$ cat src/hall_period_tachometer_unit_defines.svh
// assertion macros for the hall period tachometer unit
// no dependencies; the including module provides clk and rst
`ifndef HALL_PERIOD_TACHOMETER_UNIT_DEFINES_SVH
`define HALL_PERIOD_TACHOMETER_UNIT_DEFINES_SVH

`ifndef ASSERT_OFF
// same-cycle implication
`define HPT_ASSERT_IMP(lbl, ante, cons) \
  lbl: assert property (@(posedge clk) disable iff (rst) (ante) |-> (cons)) \
    else $error("hpt check failed");
// next-cycle implication
`define HPT_ASSERT_NXT(lbl, ante, cons) \
  lbl: assert property (@(posedge clk) disable iff (rst) (ante) |=> (cons)) \
    else $error("hpt check failed");
`else
`define HPT_ASSERT_IMP(lbl, ante, cons)
`define HPT_ASSERT_NXT(lbl, ante, cons)
`endif

`endif

$ cat src/hpt_pkg.sv
// shared constants and types for the hall period tachometer
// no dependencies
package hpt_pkg;

  localparam int COUNT_BITS_DEF = 16;
  localparam int NUM_BITS       = 32;
  localparam int SPEED_BITS     = 16;
  localparam int BCD_DIGITS     = 5;

  localparam logic [NUM_BITS-1:0]   NUMERATOR_RESET = 32'd14710800;
  localparam logic [SPEED_BITS-1:0] SPEED_MAX       = 16'hFFFF;

  // decimal digits of one speed value
  typedef struct packed {
    logic [6:0] thousands;
    logic [3:0] hundreds;
    logic [3:0] tens;
  } hpt_digits_t;

endpackage

$ cat src/hpt_div.sv
// bit-serial restoring divider: numerator / captured count, saturated to 16 bits
// depends on hpt_pkg
module hpt_div #(
  parameter int COUNT_BITS = hpt_pkg::COUNT_BITS_DEF
) (
  input  logic                            clk,
  input  logic                            rst,
  input  logic                            start,
  input  logic [hpt_pkg::NUM_BITS-1:0]    numerator,
  input  logic [COUNT_BITS-1:0]           divisor,
  output logic                            done,
  output logic [hpt_pkg::SPEED_BITS-1:0]  quotient
);

  localparam int NB        = hpt_pkg::NUM_BITS;
  localparam int SB        = hpt_pkg::SPEED_BITS;
  localparam int STEP_BITS = $clog2(NB);

  logic [NB-1:0]         work;
  logic [COUNT_BITS-1:0] rem;
  logic [COUNT_BITS-1:0] dvs;
  logic [STEP_BITS-1:0]  step;
  logic                  running;

  logic [COUNT_BITS:0]   rem_shift;
  logic [COUNT_BITS+1:0] diff;
  logic                  qbit;

  // one quotient bit per cycle
  always_comb begin
    rem_shift = {rem, work[NB-1]};
    diff      = {1'b0, rem_shift} - {2'b00, dvs};
    qbit      = ~diff[COUNT_BITS+1];
  end

  // control
  always_ff @(posedge clk) begin
    if (rst) begin
      running <= 1'b0;
      done    <= 1'b0;
      step    <= '0;
    end else begin
      done <= 1'b0;
      if (start) begin
        running <= 1'b1;
        step    <= '0;
      end else if (running) begin
        step <= step + STEP_BITS'(1);
        if (step == STEP_BITS'(NB - 1)) begin
          running <= 1'b0;
          done    <= 1'b1;
        end
      end
    end
  end

  // datapath: numerator shifts out the top, quotient shifts in the bottom
  always_ff @(posedge clk) begin
    if (start) begin
      work <= numerator;
      rem  <= '0;
      dvs  <= divisor;
    end else if (running) begin
      work <= {work[NB-2:0], qbit};
      rem  <= qbit ? diff[COUNT_BITS-1:0] : rem_shift[COUNT_BITS-1:0];
    end
  end

  // saturate anything above 16 bits (a zero count lands here too)
  assign quotient = (|work[NB-1:SB]) ? hpt_pkg::SPEED_MAX : work[SB-1:0];

endmodule

$ cat src/hpt_bcd.sv
// bit-serial double-dabble conversion of the speed into decimal digits
// depends on hpt_pkg
module hpt_bcd (
  input  logic                            clk,
  input  logic                            rst,
  input  logic                            start,
  input  logic [hpt_pkg::SPEED_BITS-1:0]  value,
  output logic                            done,
  output hpt_pkg::hpt_digits_t            digits
);

  localparam int SB        = hpt_pkg::SPEED_BITS;
  localparam int DB        = 4 * hpt_pkg::BCD_DIGITS;
  localparam int STEP_BITS = $clog2(SB);

  logic [SB-1:0]        bin;
  logic [DB-1:0]        bcd;
  logic [DB-1:0]        adj;
  logic [STEP_BITS-1:0] step;
  logic                 running;
  logic [6:0]           ten_k;

  // add three to every digit of five or more before the shift
  always_comb begin
    for (int i = 0; i < hpt_pkg::BCD_DIGITS; i++) begin
      adj[4*i +: 4] = (bcd[4*i +: 4] >= 4'd5) ? bcd[4*i +: 4] + 4'd3 : bcd[4*i +: 4];
    end
  end

  // control
  always_ff @(posedge clk) begin
    if (rst) begin
      running <= 1'b0;
      done    <= 1'b0;
      step    <= '0;
    end else begin
      done <= 1'b0;
      if (start) begin
        running <= 1'b1;
        step    <= '0;
      end else if (running) begin
        step <= step + STEP_BITS'(1);
        if (step == STEP_BITS'(SB - 1)) begin
          running <= 1'b0;
          done    <= 1'b1;
        end
      end
    end
  end

  // shift one binary bit into the digit register per cycle
  always_ff @(posedge clk) begin
    if (start) begin
      bin <= value;
      bcd <= '0;
    end else if (running) begin
      bin <= {bin[SB-2:0], 1'b0};
      bcd <= {adj[DB-2:0], bin[SB-1]};
    end
  end

  // thousands field folds in the ten-thousands digit
  assign ten_k = {3'b000, bcd[19:16]};
  always_comb begin
    digits.thousands = {ten_k[3:0], 3'b000} + {ten_k[5:0], 1'b0} + {3'b000, bcd[15:12]};
    digits.hundreds  = bcd[11:8];
    digits.tens      = bcd[7:4];
  end

endmodule

$ cat src/hall_period_tachometer_unit.sv
// Hall period tachometer. Every input beat is one timer tick carrying the sampled
// hall level; a tick without a rising edge leaves the block ready for the next
// tick unless it wraps the counter. A rising edge hands the captured tick count
// to a bit-serial divider, one quotient bit at a time, and then to a bit-serial
// decimal converter, so an edge keeps in_stall high until its result reaches
// the staging register. A counter wrap gives an overflow result at once.
// in_stall also stays high while a finished result sits in the staging register
// behind a full output register.
// depends on hpt_pkg, hpt_div, hpt_bcd and hall_period_tachometer_unit_defines.svh
`include "hall_period_tachometer_unit_defines.svh"

module hall_period_tachometer_unit #(
  parameter int COUNT_BITS = hpt_pkg::COUNT_BITS_DEF
) (
  input  logic        clk,
  input  logic        rst,
  // tick channel
  input  logic        in_valid,
  output logic        in_stall,
  input  logic        hall_level,
  // result channel
  output logic        out_valid,
  input  logic        out_stall,
  output logic [15:0] speed,
  output logic [6:0]  digit_thousands,
  output logic [3:0]  digit_hundreds,
  output logic [3:0]  digit_tens,
  output logic        overflow_error,
  // configuration write
  input  logic        cfg_valid,
  output logic        cfg_ready,
  input  logic [31:0] speed_numerator
);

  typedef enum logic [2:0] {
    ST_IDLE = 3'b001,
    ST_DIV  = 3'b010,
    ST_BCD  = 3'b100
  } hpt_state_t;

  hpt_state_t state;

  logic [31:0]           numerator;
  logic [COUNT_BITS-1:0] tick_count;
  logic                  prev_level;

  logic                  in_acc;
  logic                  rising;
  logic                  div_start;
  logic                  div_done;
  logic [15:0]           div_q;
  logic                  bcd_done;
  hpt_pkg::hpt_digits_t  bcd_digits;

  // staging register between the sequencer and the output register
  logic                  pend_valid;
  logic [15:0]           pend_speed;
  hpt_pkg::hpt_digits_t  pend_digits;
  logic                  pend_ovf;
  logic                  pend_move;

  assign cfg_ready = 1'b1;
  assign in_stall  = (state != ST_IDLE) || pend_valid;
  assign in_acc    = in_valid && !in_stall;
  assign rising    = hall_level && !prev_level;
  assign div_start = in_acc && rising;
  assign pend_move = pend_valid && (!out_valid || !out_stall);

  // numerator register
  always_ff @(posedge clk) begin
    if (rst) begin
      numerator <= hpt_pkg::NUMERATOR_RESET;
    end else if (cfg_valid && cfg_ready) begin
      numerator <= speed_numerator;
    end
  end

  // tick counter and edge detect
  always_ff @(posedge clk) begin
    if (rst) begin
      tick_count <= '0;
      prev_level <= 1'b0;
    end else if (in_acc) begin
      prev_level <= hall_level;
      if (rising) begin
        tick_count <= '0;
      end else begin
        tick_count <= tick_count + {{(COUNT_BITS-1){1'b0}}, 1'b1};
      end
    end
  end

  // sequencer: idle, divide, convert
  always_ff @(posedge clk) begin
    if (rst) begin
      state <= ST_IDLE;
    end else begin
      unique case (state)
        ST_IDLE: begin
          if (div_start) state <= ST_DIV;
        end
        ST_DIV: begin
          if (div_done) state <= ST_BCD;
        end
        ST_BCD: begin
          if (bcd_done) state <= ST_IDLE;
        end
        default: state <= ST_IDLE;
      endcase
    end
  end

  hpt_div #(
    .COUNT_BITS(COUNT_BITS)
  ) u_div (
    .clk       (clk),
    .rst       (rst),
    .start     (div_start),
    .numerator (numerator),
    .divisor   (tick_count),
    .done      (div_done),
    .quotient  (div_q)
  );

  hpt_bcd u_bcd (
    .clk    (clk),
    .rst    (rst),
    .start  (div_done),
    .value  (div_q),
    .done   (bcd_done),
    .digits (bcd_digits)
  );

  // staging beat: overflow on wrap or a finished speed
  always_ff @(posedge clk) begin
    if (rst) begin
      pend_valid <= 1'b0;
    end else begin
      priority if (bcd_done) begin
        pend_valid <= 1'b1;
      end else if (in_acc && !rising && (&tick_count)) begin
        pend_valid <= 1'b1;
      end else if (pend_move) begin
        pend_valid <= 1'b0;
      end
    end
  end

  always_ff @(posedge clk) begin
    priority if (bcd_done) begin
      pend_speed  <= div_q;
      pend_digits <= bcd_digits;
      pend_ovf    <= 1'b0;
    end else if (in_acc && !rising && (&tick_count)) begin
      pend_speed  <= '0;
      pend_digits <= '0;
      pend_ovf    <= 1'b1;
    end
  end

  // output register
  always_ff @(posedge clk) begin
    if (rst) begin
      out_valid <= 1'b0;
    end else if (pend_move) begin
      out_valid <= 1'b1;
    end else if (!out_stall) begin
      out_valid <= 1'b0;
    end
  end

  always_ff @(posedge clk) begin
    if (pend_move) begin
      speed           <= pend_speed;
      digit_thousands <= pend_digits.thousands;
      digit_hundreds  <= pend_digits.hundreds;
      digit_tens      <= pend_digits.tens;
      overflow_error  <= pend_ovf;
    end
  end

  // checks
  `HPT_ASSERT_IMP(a_busy_no_pend, state != ST_IDLE, !pend_valid)
  `HPT_ASSERT_NXT(a_edge_starts, div_start, (state == ST_DIV) && (tick_count == '0))
  `HPT_ASSERT_NXT(a_div_to_bcd, (state == ST_DIV) && div_done, state == ST_BCD)
  `HPT_ASSERT_NXT(a_wrap_flags, in_acc && !rising && (&tick_count), pend_valid && pend_ovf)

endmodule

$ cat config.mk
export PLATFORM = sky130hd
export DESIGN_NAME = hall_period_tachometer_unit
export DESIGN_NICKNAME = d
export VERILOG_FILES = /design/src/hpt_pkg.sv /design/src/hpt_div.sv /design/src/hpt_bcd.sv /design/src/hall_period_tachometer_unit.sv
export VERILOG_INCLUDE_DIRS = /design/src /design/src/src
export SDC_FILE = /design/constraint.sdc
export NUM_CORES = 1
export LEC_CHECK = 0
export BUFFER_PORTS_ARGS = -buffer_cell sky130_fd_sc_hd__buf_4
export CORE_ASPECT_RATIO = 0.5
export CORE_MARGIN = 10
export CORE_UTILIZATION = 35
export DETAILED_ROUTE_END_ITERATION = 10
export MAX_ROUTING_LAYER = met4
export PLACE_DENSITY_LB_ADDON = 0.05
export SKIP_LAST_GASP = 1
export SLEW_MARGIN = 0
export SYNTH_ARGS = -nofsm -noshare
export SYNTH_HDL_FRONTEND = slang
export SYNTH_SLANG_ARGS = --single-unit
$ cat constraint.sdc
create_clock -name clk -period 6.1 [get_ports clk]
set_input_delay 0.61 -clock clk [delete_from_list [all_inputs] [get_ports clk]]
set_output_delay 0.61 -clock clk [all_outputs]
set_load 0.01 [all_outputs]
# After elaboration in Yosys (flattened, before gate mapping)
# Index checks and enable logic that the tools add are counted.
# Widths: inputs -> output; s select.
[classes]
add_sub_neg = 11
mul = 0
div_mod_pow = 0
n_lt_le_gt_ge = 5
n_eq_ne = 10
shift = 0
muxes = 33
n_bitwise = 3
n_reduce_logical = 24
[op_table]
columns = ["op", "count"]
rows = [
  ["$mux 16", 7],
  ["$mux 32", 2],
  ["$mux 15", 2],
  ["$ge 4x3->1 const B", 5],
  ["$sub 17x16->18", 1],
  ["$add 16x1->16 const B", 1],
  ["$add 4x2->4 const B", 4],
  ["$mux 4", 4],
  ["$reduce_and 16->1", 1],
  ["$reduce_or 16->1", 1],
  ["$mux 1", 13],
  ["$mux 3", 4],
  ["$pmux 3 s3", 1],
  ["$add 7x4->7", 1],
  ["$add 7x5->7", 1],
  ["$logic_and 1x1->1", 6],
  ["$ne 2x1->1 const B", 3],
  ["$reduce_bool 2->1", 3],
  ["$reduce_or 3->1", 2],
  ["$add 5x1->5 const B", 1],
  ["$eq 5x5->1 const B", 1],
  ["$logic_not 1->1", 5],
  ["$add 4x1->4 const B", 1],
  ["$eq 4x4->1 const B", 1],
  ["other kinds (11)", 15],
]
[totals]
register_bits = 231
latch_bits = 0
mem_bits_rw = 0
romBits = 0
in_bits = 38
output_inout_bits = 35
elab_cells = 113
n_memories = 0

# Logic depth before layout (Yosys ltp)
# Gate-level depths: netlist of the first run.
[logic_depth]
word_depth = 8
mapped_depth = 11
mapped_depth_nobuf = 10

# Hierarchy
# A second synthesis of the first run with hierarchy kept.
[unflattened]
hier_cells = 911
area_unflattened_um2 = 10592.7
[modules_own_cells]
columns = ["module", "instances", "cells_per_inst", "area_each_um2", "seq_area_each_um2"]
rows = [
  ["hall_period_tachometer_unit", 1, 331, 4352.9, 2992.9],
  ["hpt_div", 1, 349, 3863.7, 1901.8],
  ["hpt_bcd", 1, 231, 2376.0, 1001.0],
]

# Worst setup path after synthesis of the first run
# Ideal clock, no wire load.
[synth_timing]
path_kind = "input -> register"
start = "in out_stall"
end = "reg digit_hundreds[0] (enable)"
setup_ns = 0.470
arrival_time_ns = 2.987
required_ns = 5.630
setup_slack_ns = 2.643
stages = 1
n_path_buf = 0
cell_sequence = "a21boi_0"
[synth_via]
elab_chain_len = 3
[synth_rtl]
columns = ["element", "line", "text"]
rows = [
  ["start, declared", "hall_period_tachometer_unit.sv:23", "input logic out_stall,"],
  ["$logic_not 1->1", "--", ""],
  ["$logic_or 1x1->1", "hall_period_tachometer_unit.sv:67", "assign pend_move = pend_valid && (!out_valid || !out_stall);"],
  ["$logic_and 1x1->1", "hall_period_tachometer_unit.sv:67", ""],
  ["end signal, assigned", "hall_period_tachometer_unit.sv:176", "digit_hundreds <= pend_digits.hundreds;"],
  ["end, declared", "hall_period_tachometer_unit.sv:26", "output logic [3:0] digit_hundreds,"],
]
# No other way between the ends.
# A chain may end at the register's enable or synchronous reset.

# Worst setup path in the final report of the first run
[layout_timing]
start = "reg state[2]"
end = "reg pend_digits[6] (netlist name) (enable)"
[layout_via]
elab_chain_len = 7
[layout_rtl]
columns = ["element", "line", "text"]
rows = [
  ["start, declared", "hall_period_tachometer_unit.sv:41", "hpt_state_t state;"],
  ["start signal, assigned", "hall_period_tachometer_unit.sv:96", "state <= ST_IDLE;"],
  ["start signal, assigned", "hall_period_tachometer_unit.sv:100", "if (div_start) state <= ST_DIV;"],
  ["start signal, assigned", "hall_period_tachometer_unit.sv:103", "if (div_done) state <= ST_BCD;"],
  ["$ne 3x1->1", "hall_period_tachometer_unit.sv:63", "assign in_stall = (state != ST_IDLE) || pend_valid;"],
  ["$logic_or 1x1->1", "hall_period_tachometer_unit.sv:63", ""],
  ["$logic_not 1->1", "hall_period_tachometer_unit.sv:64", "assign in_acc = in_valid && !in_stall;"],
  ["$logic_and 1x1->1", "hall_period_tachometer_unit.sv:64", ""],
  ["$logic_and 1x1->1 (2 in a row)", "hall_period_tachometer_unit.sv:154", "end else if (in_acc && !rising && (&tick_count)) begin"],
  ["$reduce_bool 2->1 (no source line)", "--", ""],
  ["end signal, assigned", "hall_period_tachometer_unit.sv:152", "pend_digits <= bcd_digits;"],
  ["end, declared", "hall_period_tachometer_unit.sv:58", "hpt_pkg::hpt_digits_t pend_digits;"],
]
# No other way between the ends.

==> results.yml, run 1 <==
synth:
  ys_seq_elements: 231
  synth_area_sq_um: 10150
  synth-main-ff-cell: "edfxtp_1"
  ys_seq_area_share_pct: 58.07
  syn_nets: 1042
  synth-async-reset-ratio_pct: 0
  postSynthCellCount: 964
  synth.avg_cell_area_sq_um: 10.53
  synth_cell_types: 60
  yosys_warnings: 0
  synth-edff-count: 127
timing:
  setup_tns_ps: 0
  relSlewSlack_pct: 31.28
  worst_pin_slew_ps: 1029
  fin_crit_sh_pct: 53.48
  min_period_ps: 3262
  skew_ps: 10.18
  hold_viol_final: 0
  setup_viol: 0
  hold_slack_ps: 307.8
  timing.final.ws_setup_ps: 2838
  final-max-slew-violation-count: 0
  timing.fmax_mhz: 306.5
  rsz0062_at_grt: "no"
routing:
  vias: 6711
  drt_iter0_drc: 372
  routed_wl_mm: 21.36
  wl_per_cell_microns: 15.11
  ant_nets: 0
  drcViolationCount: 0
  viasPerCell: 4.746
  drtPass1Iterations: 4
placement:
  place_ws_ps: 2867
  place_congestion: 0.7779
  dp_hpwl_mm: 14.40
  placed_cell_area_sq_um: 10980
  numPortBuffers: 71
layout:
  finalInstanceArea_sq_um: 11650
  diodes: 0
  drive_above_1_share_pct: 11.05
  area_delta_synth_final_pct: 14.70
  finalNetCount: 1095
setup_path:
  cp_slowest_cell: "or2_2"
  path_class: "reg -> reg"
  cp_max_fo: 31
  rr_worst_depth: 6
  crit_chain: "nor4b_2 -> and2_1 -> and3_1 -> nand3_1 -> nor2_1 -> or2_2"
  required_ps: 6250
  startpoint_type: "register"
  max_stage_delay_ps: 730
  endpoint_kind: "register"
  cp_data_arrival_time_ps: 3410
cts:
  clock_path_buffers: 3
  clkLatencyLatePin_ps: 520
  cts_buffers: 22
  post_cts.resized_instances: 0
  postCtsSetupRepairBufs: 0
  cts_sinks: 231
  htreeDepth: 1
  cts-root-buf: "clkbuf_16"
  cts.clk_slew.worst_paths_ps: 70
  cts_tree: "done"
  cts_hold_buf: 0
pwr:
  ir_drop_uv: 188.8
  p_per_area_nw_per_um2: 338.5
  leakagePower_nw: 4.695
global_routing:
  grtUsageTotal_pct: 11.83
  first_global_vias: 6617
  grt_first_pass_wirelength_mm: 34.60
  antenna_found_initial: 0
  grt_max_degree: 54
  overflow: 0
die:
  rows: 43
  die_y_microns: 140.4
  io_pins: 73
  fp.dieW_microns: 260.9
  core-area_sq_um: 28140
  dieArea_sq_um: 36640
  start_util_pct: 36.08
min_path:
  hp-class: "in -> reg"
  holdPathStages: 3
run:
  maxCapViolCount: 0
outcome:
  outcome: "finished clean"
==> critical path: cells and delay by family, from the launching register on <==
family	cells	cell delay, ps
AND/OR/NAND/NOR	6	2510
flip-flops	1	360
==> synth_stat cells, types with 2 or more instances <==
master / count / share of area, %
and3_1: 5 / 0.31
o31ai_1: 3 / 0.22
buf_4: 3 / 0.22
mux2i_1: 44 / 4.3
nor4_1: 6 / 0.37
nand2_1: 152 / 5.6
or3_1: 7 / 0.43
buf_6: 5 / 0.55
buf_2: 3 / 0.15
xnor2_1: 18 / 1.6
nor2_1: 120 / 4.4
inv_1: 32 / 1.2
o211ai_1: 3 / 0.22
edfxtp_1: 127 / 38
nand4_1: 11 / 0.68
clkbuf_1: 27 / 1.0
and4_1: 2 / 0.17
ha_1: 37 / 4.6
a211o_1: 2 / 0.17
a21boi_0: 2 / 0.15
a311oi_1: 2 / 0.17
nor3b_1: 2 / 0.15
nand2b_1: 11 / 0.68
o311ai_1: 2 / 0.17
and2_1: 19 / 1.2
a21o_1: 7 / 0.52
nor3_1: 8 / 0.39
or2_2: 2 / 0.12
buf_1: 7 / 0.26
a21oi_1: 57 / 2.8
nor2b_1: 20 / 1.2
dfxtp_1: 104 / 21
o21a_1: 7 / 0.52
o21ai_0: 32 / 1.6
xor2_1: 21 / 1.8
a31oi_1: 12 / 0.74
nand3_1: 17 / 0.84
fa_1: 3 / 0.59
==> flip-flops by register name, indices dropped and copies added, names as in the netlist, 3 cells and up <==
register	count
tick_count	16
pend_speed	16
u_div.step	5
numerator	32
u_bcd.bcd	20
digit_tens	4
speed	16
pend_digits	15
u_div.rem	16
u_bcd.bin	16
u_div.dvs	16
u_div.work	32
state	3
digit_thousands	7
u_bcd.step	4
digit_hundreds	4
==> cells in the final DEF, fill, tap and decap left out, types with 2 or more instances in the layout <==
cell type / instances
nand2_1: 152
edfxtp_1: 127
nor2_1: 120
dfxtp_1: 104
buf_4: 77
a21oi_1: 57
mux2i_1: 44
ha_1: 37
inv_1: 32
o21ai_0: 32
clkbuf_16: 23
xor2_1: 21
nor2b_1: 20
and2_1: 19
xnor2_1: 18
nand3_1: 17
a31oi_1: 12
nand4_1: 11
nand2b_1: 10
nor3_1: 8
clkinv_1: 8
a21o_1: 7
or3_1: 7
o21a_1: 7
nor4_1: 6
and3_1: 5
clkbuf_1: 4
o31ai_1: 3
o211ai_1: 3
fa_1: 3
clkinv_2: 3
and4_1: 2
or2_2: 2
a211o_1: 2
a311oi_1: 2
nor3b_1: 2
o311ai_1: 2
==> power breakdown <==
| group | total (mW) | leakage [nW] | switching [mW] | internal, mW |
|---|---|---|---|---|
| logic | 0.807 | 2.31 | 0.478 | 0.329 |
| clock network | 1.32 | 0.329 | 0.591 | 0.728 |
| registers | 1.82 | 2.05 | 0.0745 | 1.74 |
| total | 3.94 | 4.69 | 1.14 | 2.80 |
==> layout make-up <==
class                   count  area (sq um)
clock buffers              27         590.6
clock inverters            12         80.08
fillers                  2769         16490
inverters                  34         127.6
multi-input cells         651          3896
flip-flops and latches    231          5896
well taps                 382         478.0
repair buffers             77         578.1
==> final timing paths <==
check | slack, ps | startpoint | to
hold / removal | 310 | speed_numerator[12] | numerator[12]
setup reg to reg | 2840 | state[2] | pend_digits[6]
setup / recovery | 2840 | state[2] | pend_digits[6]
hold reg to reg | 420 | pend_digits[12] | digit_thousands[4]
==> layer usage <==
layer	track usage [%]	vias to the layer above	wire, microns
li1	-	3442	-
met1	15.00	3177	10190
met2	19.14	63	10030
met3	2.492	29	732
met4	2.587	0	409
met5	-	-	0
==> stage by stage <==
step                      power (mW)  cells  util [%]
after CTS                      4.010   1414     41.39
after global placement         2.653   1375     39.01
after global routing           4.181   1414     41.39
after detailed placement       2.663   1375     39.01
final                          3.942   1414     41.39
after floorplan                2.503    964         -
==> kinds of logic after synthesis <==
kind of cell	share of synthesized area, %
XOR/XNOR	3.364
AND/OR/NAND/NOR	16.98
other	0.03693
buffers and inverters	3.697
AO/OA/AOI/OAI	8.367
multiplexers	4.338
flip-flops	58.07
adder cells (fa/ha/maj)	5.151
Note: power is estimated with default switching activity, not from simulation.
==> run 2: changes to the inputs <==
--- a/config.mk
+++ b/config.mk
@@ -6,6 +6,7 @@
 export SDC_FILE = /design/constraint.sdc
 export NUM_CORES = 1
 export LEC_CHECK = 0
+export ABC_AREA = 1
 export BUFFER_PORTS_ARGS = -buffer_cell sky130_fd_sc_hd__buf_4
 export CORE_ASPECT_RATIO = 0.5
 export CORE_MARGIN = 10
==> constraint.sdc (replaced) <==
create_clock -name clk -period 2.85 [get_ports clk]
set_input_delay 0.285 -clock clk [delete_from_list [all_inputs] [get_ports clk]]
set_output_delay 0.285 -clock clk [all_outputs]
set_load 0.01 [all_outputs]
==> results.yml, run 2 <==
setup_path:
  crit_chain: "inv_2 -> nand3_2 -> nor3_4 -> nand2_4 -> clkinv_2 -> nor2_1 -> inv_1 -> buf_12"
  path_class: "reg -> reg"
  cp_max_fo: 31
  cp_num_buf_inv: 4
  rr_worst_depth: 8
  r2r_end: "u_div.work[5]"
  cp_top_family: "simple AND/OR/NAND/NOR gates"
  crit_path_end: "u_div.work[5]"
  r2r-start: "state[2]"
  startpoint: "state[2]"
  max_stage_delay_ps: 690
  cp_slowest_cell: "nor2_1"
  startpoint_type: "register"
  endpoint_kind: "register"
  crit_cells: 8
  regToRegSetupSlack_ps: 440
  cp_data_arrival_time_ps: 2680
  required_ps: 3120
cts:
  cts.clk_slew.worst_paths_ps: 60
  cts-root-buf: "clkbuf_16"
  cts_buffers: 23
  postCtsSetupRepairBufs: 0
  htreeDepth: 1
  cts_tree: "done"
  clock_path_buffers: 3
  clkLatencyLatePin_ps: 520
  cts_sinks: 231
run:
  maxCapViolCount: 0
synth:
  synth_area_leader_cell: "edfxtp_1"
  synth_common_cells: "nand2_1, inv_1, edfxtp_1, nor2_1, dfxtp_1"
  synth.avg_cell_area_sq_um: 8.877
  synth-async-reset-ratio_pct: 0
  synth-edff-count: 127
  ys_seq_elements: 231
  ys_seq_area_share_pct: 55.63
  yosysMostFrequentCell: "nand2_1"
  yosys_warnings: 0
  syn_nets: 1272
  synth_area_sq_um: 10600
  synth.top_cell.area_share_pct: 35.98
  synth-main-ff-cell: "edfxtp_1"
  postSynthCellCount: 1194
  synthTopCellsByArea: "edfxtp_1, dfxtp_1, nand2_1"
  synth_cell_types: 44
timing:
  rsz0062_at_grt: "no"
  hold_slack_ps: 13.52
  timing.fmax_mhz: 414.3
  fin_crit_sh_pct: 84.69
  setup_tns_ps: 0
  relSlewSlack_pct: 38.34
  skew_ps: 10.93
  setup_viol: 0
  worst_pin_slew_ps: 921.5
  hold_viol_final: 0
  min_period_ps: 2414
  final-max-slew-violation-count: 0
outcome:
  outcome: "finished clean"
die:
  die_y_microns: 143.1
  core-area_sq_um: 29400
  start_util_pct: 36.05
  dieArea_sq_um: 38070
  rows: 44
  io_pins: 73
  fp.dieW_microns: 266.1
global_routing:
  first_global_vias: 7873
  antenna_found_initial: 0
  overflow: 0
  grtUsageTotal_pct: 13.39
  grt_max_degree: 65
  grt_first_pass_wirelength_mm: 40.56
pwr:
  seqPwrFrac_pct: 43.3
  p_comb_share_pct: 25.9
  power.share.switching_pct: 32.55
  leakagePower_nw: 5.609
  ir_drop_uv: 343.3
  intPower_mw: 6.592
  p_per_area_nw_per_um2: 776.9
  clkPwrFrac_pct: 30.8
  switchingPower_mw: 3.182
layout:
  final_cells: 1704
  fin_util_pct: 42.79
  diodes: 0
  layout_commonest_cell: "nand2_1"
  area_delta_synth_final_pct: 18.70
  final_cell_mix: "nand2_1, inv_1, edfxtp_1, nor2_1, dfxtp_1"
  top_regs: "numerator (32), u_div.work (32), u_bcd.bcd (20)"
  finalInstanceArea_sq_um: 12580
  drive_above_1_share_pct: 10.66
  finalNetCount: 1374
routing:
  routed_wl_mm: 25.09
  drt_iter0_drc: 560
  drtPass1Iterations: 5
  viasPerCell: 4.732
  drcViolationCount: 0
  vias: 8064
  wl_per_cell_microns: 14.72
  ant_nets: 0
min_path:
  hp-class: "in -> reg"
  holdPathStages: 3
placement:
  dpl.cell_count: 1633
  placed_cell_area_sq_um: 11560
  place_congestion: 0.8440
  dp_hpwl_mm: 17.41
  numPortBuffers: 71
==> run 2: worst min path at each step <==
| stage | from | endpoint |
|---|---|---|
| final | speed_numerator[16] | numerator[16] |
| after global routing | speed_numerator[11] | numerator[11] |
| after CTS | speed_numerator[16] | numerator[16] |
| after detailed placement | pend_digits[10] | digit_thousands[2] |
| after global placement | pend_digits[13] | digit_thousands[5] |
| after floorplan | rst | u_bcd.running |
==> run 2: repair_timing <==
item | CTS | global route
gates resized for setup | 0 | 0
hold endpoints to repair | 29 | 0
hold buffers | 29 | 0
==> run 2: routing by layer <==
metal	share of wire, %	vias to the layer above	global-route usage (%)
met4	1.7	0	2.602
met1	48	3747	17.30
met3	4.0	35	2.691
met5	0	-	-
met2	46	132	21.61
li1	-	4150	-
==> run 2: final cells by class <==
class	count	area, sq um
Sequential cell	231	5896
Multi-Input combinational cell	747	3841
Inverter	180	676.9
Clock buffer	29	619.3
Timing Repair Buffer	113	945.9
Clock inverter	13	112.6
Tap cell	391	489.2
Fill cell	2966	16820
==> run 2: worst min-delay path, stage by stage <==
cell    delay, ps
buf_4          80
nor2_1         50
nor2_1         90
==> run 2: cells by family (layout without fill, tap and decap cells) <==
group / after synthesis / after routing / synth area share, %
flops: 231 / 231 / 55.63
fa+ha+maj: 40 / 40 / 4.934
other cells: 1 / 1 / 0.03538
xor+xnor: 10 / 10 / 0.8263
compound gates: 178 / 178 / 9.232
simple gates: 518 / 518 / 21.11
buf+inv: 216 / 335 / 8.240
==> run 2: power groups by stage <==
stage,logic [mW],clock network [mW],registers (mW)
after global placement,2.50,0,4.31
final,2.53,3.01,4.23
after global routing,2.90,3.27,4.29
after CTS,2.55,3.13,4.24
after floorplan,2.01,0,4.21
after detailed placement,2.51,0,4.30
==> run 2: per-stage QoR <==
stage / power (mW) / setup slack, ps
2_1_floorplan: 6.223 / 356.2
3_3_place_gp: 6.809 / 471.8
3_5_place_dp: 6.812 / 408.3
4_1_cts: 9.918 / 395.1
5_1_grt: 10.46 / 209.7
6_report: 9.774 / 436.4
==> run 3: changes to the inputs <==
--- a/config.mk
+++ b/config.mk
@@ -6,7 +6,7 @@
 export SDC_FILE = /design/constraint.sdc
 export NUM_CORES = 1
 export LEC_CHECK = 0
-export ABC_AREA = 1
+export ABC_AREA = 0
 export BUFFER_PORTS_ARGS = -buffer_cell sky130_fd_sc_hd__buf_4
 export CORE_ASPECT_RATIO = 0.5
 export CORE_MARGIN = 10
==> constraint.sdc (replaced) <==
create_clock -name clk -period 2.3 [get_ports clk]
set_input_delay 0.23 -clock clk [delete_from_list [all_inputs] [get_ports clk]]
set_output_delay 0.23 -clock clk [all_outputs]
set_load 0.01 [all_outputs]
==> results.yml, run 3 (synthesis results as in run 1) <==
outcome:
  outcome: "finished clean"
placement:
  place_ws_ps: -208.3
  numPortBuffers: 71
  dp_hpwl_mm: 15.59
  place_congestion: 0.8090
global_routing:
  antenna_found_initial: 0
  grt_max_degree: 53
  grt_first_pass_wirelength_mm: 36.85
  first_global_vias: 7144
  overflow: 0
  grtUsageTotal_pct: 12.57
routing:
  routed-wl-met2_mm: 10.54
  ant_nets: 0
  routed_wl_mm: 22.34
  routed-wl-met3_microns: 944
  drcViolationCount: 0
  drtPass1Iterations: 4
  top_layer: "met4"
  wl_per_cell_microns: 14.78
  drt_iter0_drc: 367
  drt-met1-wl_mm: 10.51
  vias: 7133
  viasPerCell: 4.721
timing:
  rsz0062_at_grt: "yes"
  min_period_ps: 2283
  worst_pin_slew_ps: 680.2
  timing.final.ws_setup_ps: 17.27
  final-max-slew-violation-count: 0
  setup_viol: 0
  fin_crit_sh_pct: 99.25
  hold_viol_final: 0
  relSlewSlack_pct: 54.55
  setup_tns_ps: 0
  hold_slack_ps: 54.09
  skew_ps: 10.01
  timing.fmax_mhz: 438.1
pwr:
  p_per_area_nw_per_um2: 897.4
  clkPwrFrac_pct: 33.2
  seqPwrFrac_pct: 42.2
  leakagePower_nw: 5.233
  power.share.switching_pct: 28.55
  p_comb_share_pct: 24.6
  switchingPower_mw: 3.265
  ir_drop_uv: 506.8
  intPower_mw: 8.170
layout:
  finalNetCount: 1190
  layout_commonest_cell: "nand2_1"
  diodes: 0
  fin_util_pct: 45.28
  area_delta_synth_final_pct: 25.50
  top_regs: "numerator (32), u_div.work (32), u_bcd.bcd (20)"
  num-fill-cells: 2675
  drive_above_1_share_pct: 18.16
  final_cell_mix: "nand2_1, buf_4, edfxtp_1, nor2_1, dfxtp_1"
cts:
  clock_path_buffers: 3
  cts_buffers: 23
  cts_tree: "done"
  cts-root-buf: "clkbuf_16"
  clkLatencyLatePin_ps: 520
  htreeDepth: 1
  cts_sinks: 231
  cts.clk_slew.worst_paths_ps: 70
setup_path:
  path_class: "reg -> reg"
  cp_slowest_cell: "or3_4"
  startpoint_type: "register"
  cp_data_arrival_time_ps: 2720
  regToRegSetupSlack_ps: 20
  crit_chain: "inv_1 -> ha_1 -> nor2b_4 -> o2111ai_4 -> a211oi_2 -> or3_4 -> buf_4 -> o221ai_1 -> o31ai_1 -> o32ai_1"
  required_ps: 2730
  cp_max_fo: 4
  endpoint_kind: "register"
  max_stage_delay_ps: 430
die:
  core-area_sq_um: 28140
  fp.dieW_microns: 260.9
  io_pins: 73
  start_util_pct: 36.08
  dieArea_sq_um: 36640
  die_y_microns: 140.4
  rows: 43
min_path:
  hp-class: "in -> reg"
run:
  maxCapViolCount: 0
## run 3: power by group through the flow
stage / Sequential, mW / Combinational [mW] / Clock, mW
finish: 4.83 / 2.81 / 3.80
detailed placement: 4.91 / 2.60 / 0
global route: 4.86 / 3.15 / 4.11
floorplan: 4.84 / 1.87 / 0
global placement: 4.91 / 2.58 / 0
CTS: 4.82 / 2.72 / 3.93
## run 3: layout make-up
cell class                      instances  area, sq um  share of cell area (%)
Sequential cell                       231         5898                   46.29
Multi-Input combinational cell        651         4024                   31.58
Timing Repair Buffer                  171         1455                   11.42
Clock buffer                           29        639.4                   5.018
Tap cell                              382        478.0                   3.751
Inverter                               34        127.6                   1.002
Clock inverter                         13        120.1                  0.9427
## run 3: metal layers
| metal | global-route usage, % | vias to the layer above |
|---|---|---|
| met1 | 16.05 | 3388 |
| met4 | 2.343 | 0 |
| met3 | 2.600 | 27 |
| met5 | - | - |
| li1 | - | 3626 |
| met2 | 20.43 | 92 |
## run 3: what timing repair did
| action | 4_1_cts | 5_1_grt |
|---|---|---|
| gates resized for setup | 8 | 17 |
| hold endpoints to repair | 35 | 0 |
| setup buffers | 1 | 3 |
| hold buffers | 34 | 0 |
| pin swaps | 1 | 8 |
| setup endpoints to repair | 32 | 49 |
## run 3: path summary, 6_finish.rpt
check / endpoint / depth (start not counted) / startpoint
max: u_div.rem[13] / 10 / u_div.dvs[1]
min: tick_count[1] / 4 / in_valid
max reg2reg: u_div.rem[13] / 10 / u_div.dvs[1]
min reg2reg: digit_thousands[3] / 0 / pend_digits[11]
## run 3: worst max-delay path, delay by kind of cell, from the launching register on
family / cells / cell delay [ps]
AO/OA/AOI/OAI: 5 / 800
adder cells (fa/ha/maj): 1 / 220
buffers and inverters: 2 / 220
flip-flops: 1 / 390
AND/OR/NAND/NOR: 2 / 560
## run 3: through the flow
stage               instance area, sq um  power (mW)  cells
global route                       12740       12.12   1511
floorplan                          10210       6.705    964
CTS                                12660       11.46   1508
detailed placement                 11510       7.513   1431
global placement                   11510       7.495   1431
finish                             12740       11.43   1511
